==> src/rtl/assert_macros.svh <==
// assertion helpers for the rtl
`ifndef ASSERT_MACROS_SVH
`define ASSERT_MACROS_SVH

// property checked on every rising edge outside reset
`define ASSERT_CLK(lbl, prop, msg) \
  lbl: assert property (@(posedge clk_i) disable iff (!rst_ni) (prop)) else $error(msg);

// condition that must never hold outside reset
`define ASSERT_NEVER(lbl, cond, msg) \
  lbl: assert property (@(posedge clk_i) disable iff (!rst_ni) !(cond)) else $error(msg);

`endif

==> src/rtl/edf_pkg.sv <==
`timescale 1ns / 1ps
`default_nettype none

package edf_pkg;

  localparam logic FUNC_LOAD = 1'b0;
  localparam logic FUNC_TICK = 1'b1;

  typedef struct packed {
    logic        func;
    logic [15:0] arrival;
    logic [11:0] duration;
    logic [15:0] deadline;
  } in_item_t;

  typedef struct packed {
    logic [15:0] now;
    logic [4:0]  job_index;
    logic        idle;
    logic        job_finished;
    logic        all_done;
    logic        table_full;
  } out_item_t;

  typedef struct packed {
    logic [15:0] arrival;
    logic [15:0] deadline;
    logic [11:0] remaining;
  } job_entry_t;

  typedef struct packed {
    logic capture;
    logic scan;
    logic commit;
  } dp_cmd_t;

  typedef struct packed {
    logic in_load;
    logic scan_last;
  } dp_sts_t;

endpackage

`default_nettype wire

==> src/rtl/edf_ctrl.sv <==
`timescale 1ns / 1ps
`default_nettype none

module edf_ctrl (
  input  wire logic            clk_i,
  input  wire logic            rst_ni,
  input  wire logic            in_valid_i,
  output logic                 in_ready_o,
  output logic                 out_valid_o,
  input  wire logic            out_ready_i,
  input  wire edf_pkg::dp_sts_t sts_i,
  output edf_pkg::dp_cmd_t     cmd_o
);
  import edf_pkg::*;

  typedef enum logic [1:0] {
    S_IDLE,
    S_SCAN,
    S_DRAIN,
    S_COMMIT
  } state_e;

  state_e state_q;
  logic   out_valid_q;
  logic   slot_free;

  assign slot_free   = !out_valid_q || out_ready_i;
  assign in_ready_o  = (state_q == S_IDLE);
  assign out_valid_o = out_valid_q;

  always_comb begin
    cmd_o         = '0;
    cmd_o.capture = (state_q == S_IDLE) && in_valid_i;
    cmd_o.scan    = (state_q == S_SCAN);
    cmd_o.commit  = (state_q == S_COMMIT) && slot_free;
  end

  always_ff @(posedge clk_i or negedge rst_ni) begin
    if (!rst_ni) begin
      state_q     <= S_IDLE;
      out_valid_q <= 1'b0;
    end else begin
      if (cmd_o.commit) begin
        out_valid_q <= 1'b1;
      end else if (out_ready_i) begin
        out_valid_q <= 1'b0;
      end
      case (state_q)
        S_IDLE: begin
          if (in_valid_i) begin
            state_q <= sts_i.in_load ? S_COMMIT : S_SCAN;
          end
        end
        S_SCAN: begin
          if (sts_i.scan_last) begin
            state_q <= S_DRAIN;
          end
        end
        S_DRAIN: begin
          state_q <= S_COMMIT;
        end
        S_COMMIT: begin
          if (slot_free) begin
            state_q <= S_IDLE;
          end
        end
        default: begin
          state_q <= S_IDLE;
        end
      endcase
    end
  end

endmodule

`default_nettype wire

==> src/rtl/edf_datapath.sv <==
`timescale 1ns / 1ps
`default_nettype none

module edf_datapath #(
  parameter int MAX_JOBS = 32
) (
  input  wire logic             clk_i,
  input  wire logic             rst_ni,
  input  wire edf_pkg::in_item_t in_data_i,
  input  wire edf_pkg::dp_cmd_t  cmd_i,
  output edf_pkg::dp_sts_t      sts_o,
  output edf_pkg::out_item_t    out_data_o
);
  import edf_pkg::*;

  localparam int IW = $clog2(MAX_JOBS);
  localparam int CW = $clog2(MAX_JOBS + 1);

  job_entry_t mem_q [MAX_JOBS];

  in_item_t   item_q;
  job_entry_t rd_data_q;
  logic [IW-1:0] rd_idx_q;
  logic          rd_vld_q;
  logic [IW-1:0] scan_cnt_q;

  logic          found_q;
  job_entry_t    best_q;
  logic [IW-1:0] best_idx_q;

  logic [CW-1:0] job_count_q, job_count_d;
  logic [CW-1:0] unfin_q, unfin_d;
  logic [15:0]   time_q, time_d;

  out_item_t     out_q, res;
  logic          mem_we;
  logic [IW-1:0] mem_waddr;
  job_entry_t    mem_wdata;

  logic          eligible;
  logic          better;
  logic [15:0]   time_inc;
  logic [11:0]   rem_dec;
  logic          table_is_full;
  logic [IW-1:0] idx_sel;
  logic [IW+4:0] idx_ext;

  assign sts_o.in_load   = (in_data_i.func == FUNC_LOAD);
  assign sts_o.scan_last = (scan_cnt_q == IW'(MAX_JOBS - 1));
  assign out_data_o      = out_q;

  assign eligible = rd_vld_q && (CW'(rd_idx_q) < job_count_q) &&
                    (rd_data_q.remaining != 12'd0) && (rd_data_q.arrival <= time_q);

  assign better = (rd_data_q.deadline < best_q.deadline) ||
                  ((rd_data_q.deadline == best_q.deadline) &&
                   ((rd_data_q.remaining < best_q.remaining) ||
                    ((rd_data_q.remaining == best_q.remaining) &&
                     (rd_data_q.arrival < best_q.arrival))));

  assign time_inc      = (time_q == 16'hFFFF) ? time_q : time_q + 16'd1;
  assign rem_dec       = best_q.remaining - 12'd1;
  assign table_is_full = (job_count_q == CW'(MAX_JOBS));
  assign idx_ext       = {5'b0, idx_sel};

  always_comb begin
    job_count_d = job_count_q;
    unfin_d     = unfin_q;
    time_d      = time_q;
    mem_we      = 1'b0;
    mem_waddr   = job_count_q[IW-1:0];
    mem_wdata   = '{arrival: item_q.arrival, deadline: item_q.deadline,
                    remaining: item_q.duration};
    idx_sel     = '0;
    res         = '0;
    if (item_q.func == FUNC_LOAD) begin
      if (table_is_full) begin
        res.table_full = 1'b1;
      end else begin
        mem_we      = 1'b1;
        idx_sel     = job_count_q[IW-1:0];
        job_count_d = job_count_q + CW'(1);
        if (job_count_q == '0) begin
          time_d = item_q.arrival;
        end
        if (item_q.duration != 12'd0) begin
          unfin_d = unfin_q + CW'(1);
        end
      end
      res.now = time_d;
    end else begin
      time_d  = time_inc;
      res.now = time_q;
      if (!found_q) begin
        res.idle = 1'b1;
      end else begin
        idx_sel   = best_idx_q;
        mem_we    = 1'b1;
        mem_waddr = best_idx_q;
        mem_wdata = '{arrival: best_q.arrival, deadline: best_q.deadline,
                      remaining: rem_dec};
        if (rem_dec == 12'd0) begin
          res.job_finished = 1'b1;
          res.now          = time_inc;
          if (unfin_q != '0) begin
            unfin_d = unfin_q - CW'(1);
          end
        end
      end
    end
    res.job_index = idx_ext[4:0];
    res.all_done  = (unfin_d == '0);
  end

  always_ff @(posedge clk_i) begin
    if (cmd_i.commit && mem_we) begin
      mem_q[mem_waddr] <= mem_wdata;
    end
    if (cmd_i.scan) begin
      rd_data_q <= mem_q[scan_cnt_q];
      rd_idx_q  <= scan_cnt_q;
    end
  end

  always_ff @(posedge clk_i) begin
    if (cmd_i.capture) begin
      item_q <= in_data_i;
    end
    if (eligible && (!found_q || better)) begin
      best_q     <= rd_data_q;
      best_idx_q <= rd_idx_q;
    end
    if (cmd_i.commit) begin
      out_q <= res;
    end
  end

  always_ff @(posedge clk_i or negedge rst_ni) begin
    if (!rst_ni) begin
      rd_vld_q    <= 1'b0;
      scan_cnt_q  <= '0;
      found_q     <= 1'b0;
      job_count_q <= '0;
      unfin_q     <= '0;
      time_q      <= '0;
    end else begin
      rd_vld_q <= cmd_i.scan;
      if (cmd_i.capture) begin
        scan_cnt_q <= '0;
        found_q    <= 1'b0;
      end else begin
        if (cmd_i.scan) begin
          scan_cnt_q <= scan_cnt_q + IW'(1);
        end
        if (eligible) begin
          found_q <= 1'b1;
        end
      end
      if (cmd_i.commit) begin
        job_count_q <= job_count_d;
        unfin_q     <= unfin_d;
        time_q      <= time_d;
      end
    end
  end

endmodule

`default_nettype wire

==> src/rtl/edf_job_scheduler_top.sv <==
// earliest-deadline-first job scheduler over a table of MAX_JOBS jobs
// input channel in_valid_i / in_ready_o / in_data_i: a load appends a job,
// a tick runs the best arrived unfinished job for one time unit
// output channel out_valid_o / out_ready_i / out_data_o: one result per transfer
// a load's result passes the commit state into the output register
// a tick's result passes the scan, drain and commit states: the job table memory
// is read one entry per cycle and each entry is compared against the best so far,
// then the drain state finishes the last compare and the commit state writes the
// update into the output register
// in_ready_o is high only while no item is in progress, so a new item is taken
// only after the previous one has been committed
// the result sits in an output register; the next item is taken while it waits,
// and a new result is held back until the receiver takes the previous one
// reset clears job count, clock and unfinished count; table contents stay
// unwritten and only entries below the job count are ever used
`timescale 1ns / 1ps
`default_nettype none
`include "assert_macros.svh"

module edf_job_scheduler_top #(
  parameter int MAX_JOBS = 32
) (
  input  wire logic              clk_i,
  input  wire logic              rst_ni,
  input  wire logic              in_valid_i,
  output logic                   in_ready_o,
  input  wire edf_pkg::in_item_t in_data_i,
  output logic                   out_valid_o,
  input  wire logic              out_ready_i,
  output edf_pkg::out_item_t     out_data_o
);
  import edf_pkg::*;

  dp_cmd_t cmd;
  dp_sts_t sts;

  edf_ctrl u_ctrl (
    .clk_i       (clk_i),
    .rst_ni      (rst_ni),
    .in_valid_i  (in_valid_i),
    .in_ready_o  (in_ready_o),
    .out_valid_o (out_valid_o),
    .out_ready_i (out_ready_i),
    .sts_i       (sts),
    .cmd_o       (cmd)
  );

  edf_datapath #(
    .MAX_JOBS (MAX_JOBS)
  ) u_datapath (
    .clk_i      (clk_i),
    .rst_ni     (rst_ni),
    .in_data_i  (in_data_i),
    .cmd_i      (cmd),
    .sts_o      (sts),
    .out_data_o (out_data_o)
  );

  `ASSERT_CLK(a_busy_after_accept, (in_valid_i && in_ready_o) |=> !in_ready_o, "ready after accept")
  `ASSERT_CLK(a_commit_slot_free, cmd.commit |-> (!out_valid_o || out_ready_i), "result overwritten")
  `ASSERT_NEVER(a_idle_and_finished, out_valid_o && out_data_o.idle && out_data_o.job_finished, "idle tick finished a job")
  `ASSERT_NEVER(a_scan_while_ready, in_ready_o && (cmd.scan || cmd.commit), "datapath busy while ready")

endmodule

`default_nettype wire

==> config.mk <==
export PLATFORM = sky130hd
export DESIGN_NAME = edf_job_scheduler_top
export DESIGN_NICKNAME = d
export VERILOG_FILES = /design/src/rtl/edf_pkg.sv /design/src/rtl/edf_ctrl.sv /design/src/rtl/edf_datapath.sv /design/src/rtl/edf_job_scheduler_top.sv
export VERILOG_INCLUDE_DIRS = /design/src /design/src/rtl
export SDC_FILE = /design/constraint.sdc
export NUM_CORES = 2
export LEC_CHECK = 0
export ABC_AREA = 1
export BUFFER_PORTS_ARGS = -buffer_cell sky130_fd_sc_hd__buf_2
export CORE_UTILIZATION = 32
export CTS_BUF_LIST = sky130_fd_sc_hd__clkbuf_8 sky130_fd_sc_hd__clkbuf_16
export DETAILED_ROUTE_END_ITERATION = 6
export GPL_TIMING_DRIVEN = 0
export PLACE_DENSITY = 0.42
export SYNTH_ARGS = -nofsm -noshare
export SYNTH_HDL_FRONTEND = slang
export SYNTH_SLANG_ARGS = --single-unit
export TNS_END_PERCENT = 10
==> constraint.sdc <==
create_clock -name clk_i -period 5.55 [get_ports clk_i]
set_input_delay 0.8325 -clock clk_i [delete_from_list [all_inputs] [get_ports clk_i]]
set_output_delay 0.8325 -clock clk_i [all_outputs]
set_load 0.02 [all_outputs]
Yosys cells after proc, flatten, opt, wreduce, memory -nomap -nowiden
Memories as Yosys holds them, arrays and structs flattened. A register that Yosys moved wholly into a read port is not among the register bits.
Index checks and enable logic that the tools add are counted.

word-level totals
  memory bits (writable) = 1408
  word-level logic and storage cells = 115
  input bits = 49
  memories kept = 1
  register bits after elaboration = 162

memory list
  name              depth  bits a word  read ports  clocked after Yosys merged registers in  write ports  line                text
  u_datapath.mem_q  32     44           1           1                                        1            edf_datapath.sv:19  job_entry_t mem_q [MAX_JOBS];

cells by class
  equal/unequal tests = 11
  reductions and logical operators = 28
  bitwise gates (word level) = 2
  muxes and demuxes = 39
  $add $sub $neg = 6
  order comparisons = 5

operators with widths
  kind                                                                   count
  16-bit two-way mux                                                     7
  44-bit two-way mux                                                     2
  6-bit two-way mux                                                      6
  5-bit two-way mux                                                      7
  16-bit < comparator                                                    2
  12-bit nonzero test                                                    2
  16-bit by 1-bit adder with 16-bit output (second input constant)       1
  16-bit equality test                                                   1
  16-bit equality test (second input constant)                           1
  16-bit less-or-equal comparator                                        1
  6-bit by 1-bit adder with 6-bit output (second input constant)         2
  12-bit equality test                                                   1
  12-bit zero test                                                       1
  6-bit zero test                                                        2
  12-bit < comparator                                                    1
  1-bit two-way mux                                                      12
  12-bit by 1-bit subtractor with 12-bit output (second input constant)  1
  1-bit logical AND                                                      9
  2-bit two-way mux                                                      4
  2-bit one-hot mux with 4 select lines                                  1
  6-bit equality test (second input constant)                            1
  5-bit by 6-bit < comparator with 1-bit output                          1
  3-bit AND reduction                                                    2
  2-bit nonzero test                                                     3
  other kinds (13)                                                       20

Logic depth before layout (Yosys ltp)
  depth in word-level cells = 7
  gate-level depth with buffers = 17
  mapped depth without buffers = 17

Cells and area by module
From an unflattened synthesis, not the netlist that was laid out.

second synthesis, totals
  cell total of the unflattened synthesis = 5000
  area, all modules = 64961.1 sq um

by module, submodules not included
  module        instances  area each (sq um)  cells each
  edf_datapath  1          64707.1            4964
  edf_ctrl      1          254.0              36

Worst setup path before layout
No wires, ideal clock.

  path type = reg-to-reg
  start = register u_datapath.time_q[3]
  end = register u_datapath.best_idx_q[0] (enable)
  buffers on the path = 0
  arrival time = 3.864 ns
  data required time = 5.078 ns
  path slack = 1.214 ns
  cell stages (with the launch flop) = 10
  cells stage by stage = dfrtp_1 > inv_1 > ha_1 > a21oi_1 > o21a_1 > o221ai_1 > and2_1 > o21ai_0 > nand2_1 > a21oi_1

between the ends
  cells in the longest elaborated chain, start to end = 3

RTL lines
  what                             line                 text
  from (decl)                      edf_datapath.sv:33   logic [15:0] time_q, time_d;
  from (signal assigned)           edf_datapath.sv:162  time_q <= time_d;
  16-bit less-or-equal comparator  edf_datapath.sv:53   (rd_data_q.remaining != 12'd0) && (rd_data_q.arrival <= time_q);
  1-bit logical AND                edf_datapath.sv:53
  1-bit logical AND                edf_datapath.sv:129  if (eligible && (!found_q || better)) begin
  to (signal assigned)             edf_datapath.sv:131  best_idx_q <= rd_idx_q;
  to (decl)                        edf_datapath.sv:29   logic [IW-1:0] best_idx_q;

No other way between the ends.
A chain may end at the register's enable or synchronous reset.

Worst setup path after layout
  start = register u_datapath.item_q[44] (netlist bit)
  end = memory u_datapath.mem_q[3][21] (netlist bit) (enable)

between the ends
  cells in the longest elaborated chain, start to end = 4

RTL lines
  what                                     line                 text
  from (decl)                              edf_datapath.sv:21   in_item_t item_q;
  from (signal assigned)                   edf_datapath.sv:127  item_q <= in_data_i;
  1-bit two-way mux                        edf_datapath.sv:76   if (item_q.func == FUNC_LOAD) begin
  1-bit logical AND                        edf_datapath.sv:116  if (cmd_i.commit && mem_we) begin
  1-bit two-way mux                        edf_datapath.sv:116
  1-bit two-way mux (not written as such)  edf_datapath.sv:117  mem_q[mem_waddr] <= mem_wdata;
  to (decl)                                edf_datapath.sv:19

Parallel ways exist; a longest one is shown, timed or not.

==> results.yml <==
outcome:
  status: "finished, violations left"
  violations: "max-capacitance violations, max-slew violations"
routing:
  wire_per_inst_um: 31.0
  viasPerCell: 5.39
  drtIter0Drc: 5329
  wl_met1_um: 113000
  postRouteAntennaNets: 0
  drt_wl_total_um: 253000
  met2WireLength_um: 116000
  vias: 43900
  first_pass_iters: 5
  wl_met3_um: 18300
  drc_errors: 0
  dr.max_layer_used: "met5"
setup_path:
  r2r_slack_ns: 0.24
  crit_start: "u_datapath.item_q[44]"
  r2r_end: "u_datapath.mem_q[3][21]"
  crit_chain: "clkbuf_1, nand2_1, inv_1, buf_2, o21ai_0, nand3_1, nor2_4, buf_12, buf_16"
  cp_slowest_cell: "nor2_4"
  worstSetupPathType: "reg2reg"
  cp.arrival_ns: 5.85
  endpoint: "u_datapath.mem_q[3][21]"
  r2r_start: "u_datapath.item_q[44]"
  critical_path_required_ns: 6.09
  reg2reg_depth: 9
  critPathLaunchType: "flop"
  end_kind: "flop"
  slowest_delay_ns: 1.02
  path_max_fanout: 19
sta:
  finalSetupTns_ns: 0
  drv_slew: 10
  setup_viol: 0
  max_freq_ghz: 0.188
  fin_crit_ns: 5.31
  slew_headroom: -0.0379
  worst-slew-pin-transition_ns: 1.54
  rsz0062_at_grt: "no"
  layout_setup_ws_ns: 0.243
  hold_viol: 0
  hold_ws_ns: 0.163
  fin_skew_ns: 0.0308
  finalCritPeriodShare: 0.956
global_routing:
  gr-usage-all-layers: 0.244
  grt_pass1_wl_um: 345000
  antenna_found_initial: 26
  grt_max_degree: 56
  grt_overflow: 0
  first_global_vias: 41900
placed_design:
  place.gp.congestion: 0.857
  pre_cts_slack_ns: 0.431
  portBuffers: 75
  place_inst: 7825
  hpwlAfterDp_um: 181000
clock_tree:
  htree_num_levels: 4
  cts_buffers: 181
  cts_root_buf: "clkbuf_16"
  cts_hold_buf: 0
  clockBufferDepth: 3
  worst_skew_pair.late_latency_ns: 0.84
  cts_tree: "built"
  cts_setup_buffers: 0
  clock-sinks: 1614
  path_clk_slew_ns: 0.06
  ctsResizeCount: 0
logic_synthesis:
  ys_types: 44
  synth-seq-area-share: 0.744
  yosysWarnings: 0
  synth.ff_latch_count: 1614
  syn_area_um2: 64900
  synthTopCellsByArea: "edfxtp_1, o21ai_0, nor2_1, o22ai_1, nand2_1"
  syn_area_per_cell_um2: 13.0
  synth_top_area_frac: 0.729
  synth_top_cell_by_area: "edfxtp_1"
  synth_cells: 4985
  synth_nets: 5111
flow_run:
  max_cap_viol_count: 2
die:
  row_count: 164
  io_pins: 76
  core_area_um2: 201000
  fp.dieW_um: 452
  die_area_um2: 205000
  fp.dieH_um: 452
  start_util: 0.323
power_and_ir_drop:
  p_leak_nw: 25.5
  ir_drop_mv: 0.250
  power.total_mw: 44.1
  power_density_nw_per_um2: 568
finish:
  layout_commonest_cell: "edfxtp_1"
  drive_above_1_share: 0.106
  fill_cells: 19100
  finalNonFillerCells: 8158
  num-nets-final: 5478
  area_growth_pct: 19.5
  layout_common_cells: "edfxtp_1, o21ai_0, nor2_1, nand2_1, clkbuf_1"
worst_hold_path:
  min_path_type: "in2reg"
  timing.hold.worst_path_depth: 1
-- cell type report --
type	count	area, µm²	share of cell area
Tap cell	2656	3320	0.0428
Clock buffer	188	4680	0.0604
Inverter	180	676	0.00871
Timing Repair Buffer	184	2760	0.0355
Antenna cell	5	12.5	0.000161
Clock inverter	140	1140	0.0147
Buffer	315	1240	0.0160
Multi-Input combinational cell	2876	15500	0.199
Sequential cell	1614	48300	0.622
-- worst max-delay path: cells and delay by family, from the launching register on --
family,cells,cell delay (ns)
and+or+nand+nor,3,2.45
buffers and inverters,5,1.17
AOI/OAI and AO/OA,1,0.95
DFF,1,0.39
-- how the worst min path moves through the flow --
stage / from / to / slack (ns)
final: in_data_i[21] / u_datapath.item_q[21] / 0.16
after CTS: in_data_i[25] / u_datapath.item_q[25] / 0.11
after floorplan: u_datapath.rd_idx_q[0] / u_datapath.best_idx_q[0] / 0.42
after detailed placement: u_datapath.rd_data_q[12] / u_datapath.best_q[12] / 0.44
after global routing: in_data_i[25] / u_datapath.item_q[25] / 0.14
after global placement: u_datapath.rd_data_q[12] / u_datapath.best_q[12] / 0.44
-- stage by stage --
stage	cell area [µm²]	util
2_1_floorplan	64900	-
3_3_place_gp	68600	0.342
3_5_place_dp	71700	0.357
4_1_cts	77600	0.386
5_1_grt	77600	0.387
6_report	77600	0.387
-- metal layers --
metal	vias up	global-route usage
met5	-	0
met4	6	0.0613
met3	257	0.0428
met2	1700	0.385
met1	22600	0.347
li1	19400	-
-- synth_stat cells, drive strengths merged --
master / number
a211oi: 1
a21o: 1
a21oi: 67
a221oi: 1
a31oi: 19
and2: 1
buf: 51
clkbuf: 264
clkinv: 2
dfrtp: 38
edfxtp: 1576
ha: 77
inv: 178
nand2: 369
nand3: 150
nand4: 53
nor2: 816
nor3: 16
nor4: 8
o2111ai: 1
o211a: 1
o211ai: 40
o21a: 2
o21ai: 870
o21bai: 2
o221ai: 140
o22ai: 216
o31ai: 3
or3: 1
xnor2: 1
xor2: 20
-- registers in the layout, indices dropped and copies added, names as in the netlist --
signal,count
u_datapath.time_q,16
u_datapath.out_data_o,25
u_datapath.found_q,1
u_ctrl.out_valid_o,1
u_datapath.rd_data_q,44
u_datapath.item_q,45
u_datapath.best_q,44
u_datapath.rd_idx_q,5
u_datapath.unfin_q,6
u_datapath.rd_vld_q,1
u_datapath.mem_q,1408
u_datapath.job_count_q,6
u_datapath.scan_cnt_q,5
u_datapath.best_idx_q,5
u_ctrl.state_q,2
-- power breakdown --
part           total, mW  switching, mW  internal [mW]
logic               16.2           12.7           3.53
registers           16.0          0.456           15.5
clock network       11.9           5.05           6.87
-- kinds of logic (layout without fill, tap and decap cells) --
logic type / after synthesis / count (layout) / share of synthesized area
flops: 1614 / 1614 / 0.744
simple gates: 1414 / 1414 / 0.0892
compound gates: 1364 / 1364 / 0.120
buf+inv: 495 / 1007 / 0.0295
fa+ha+maj: 77 / 77 / 0.0148
other cells: 0 / 5 / 0
xor+xnor: 21 / 21 / 0.00283
Note: power is estimated with default switching activity, not from simulation.
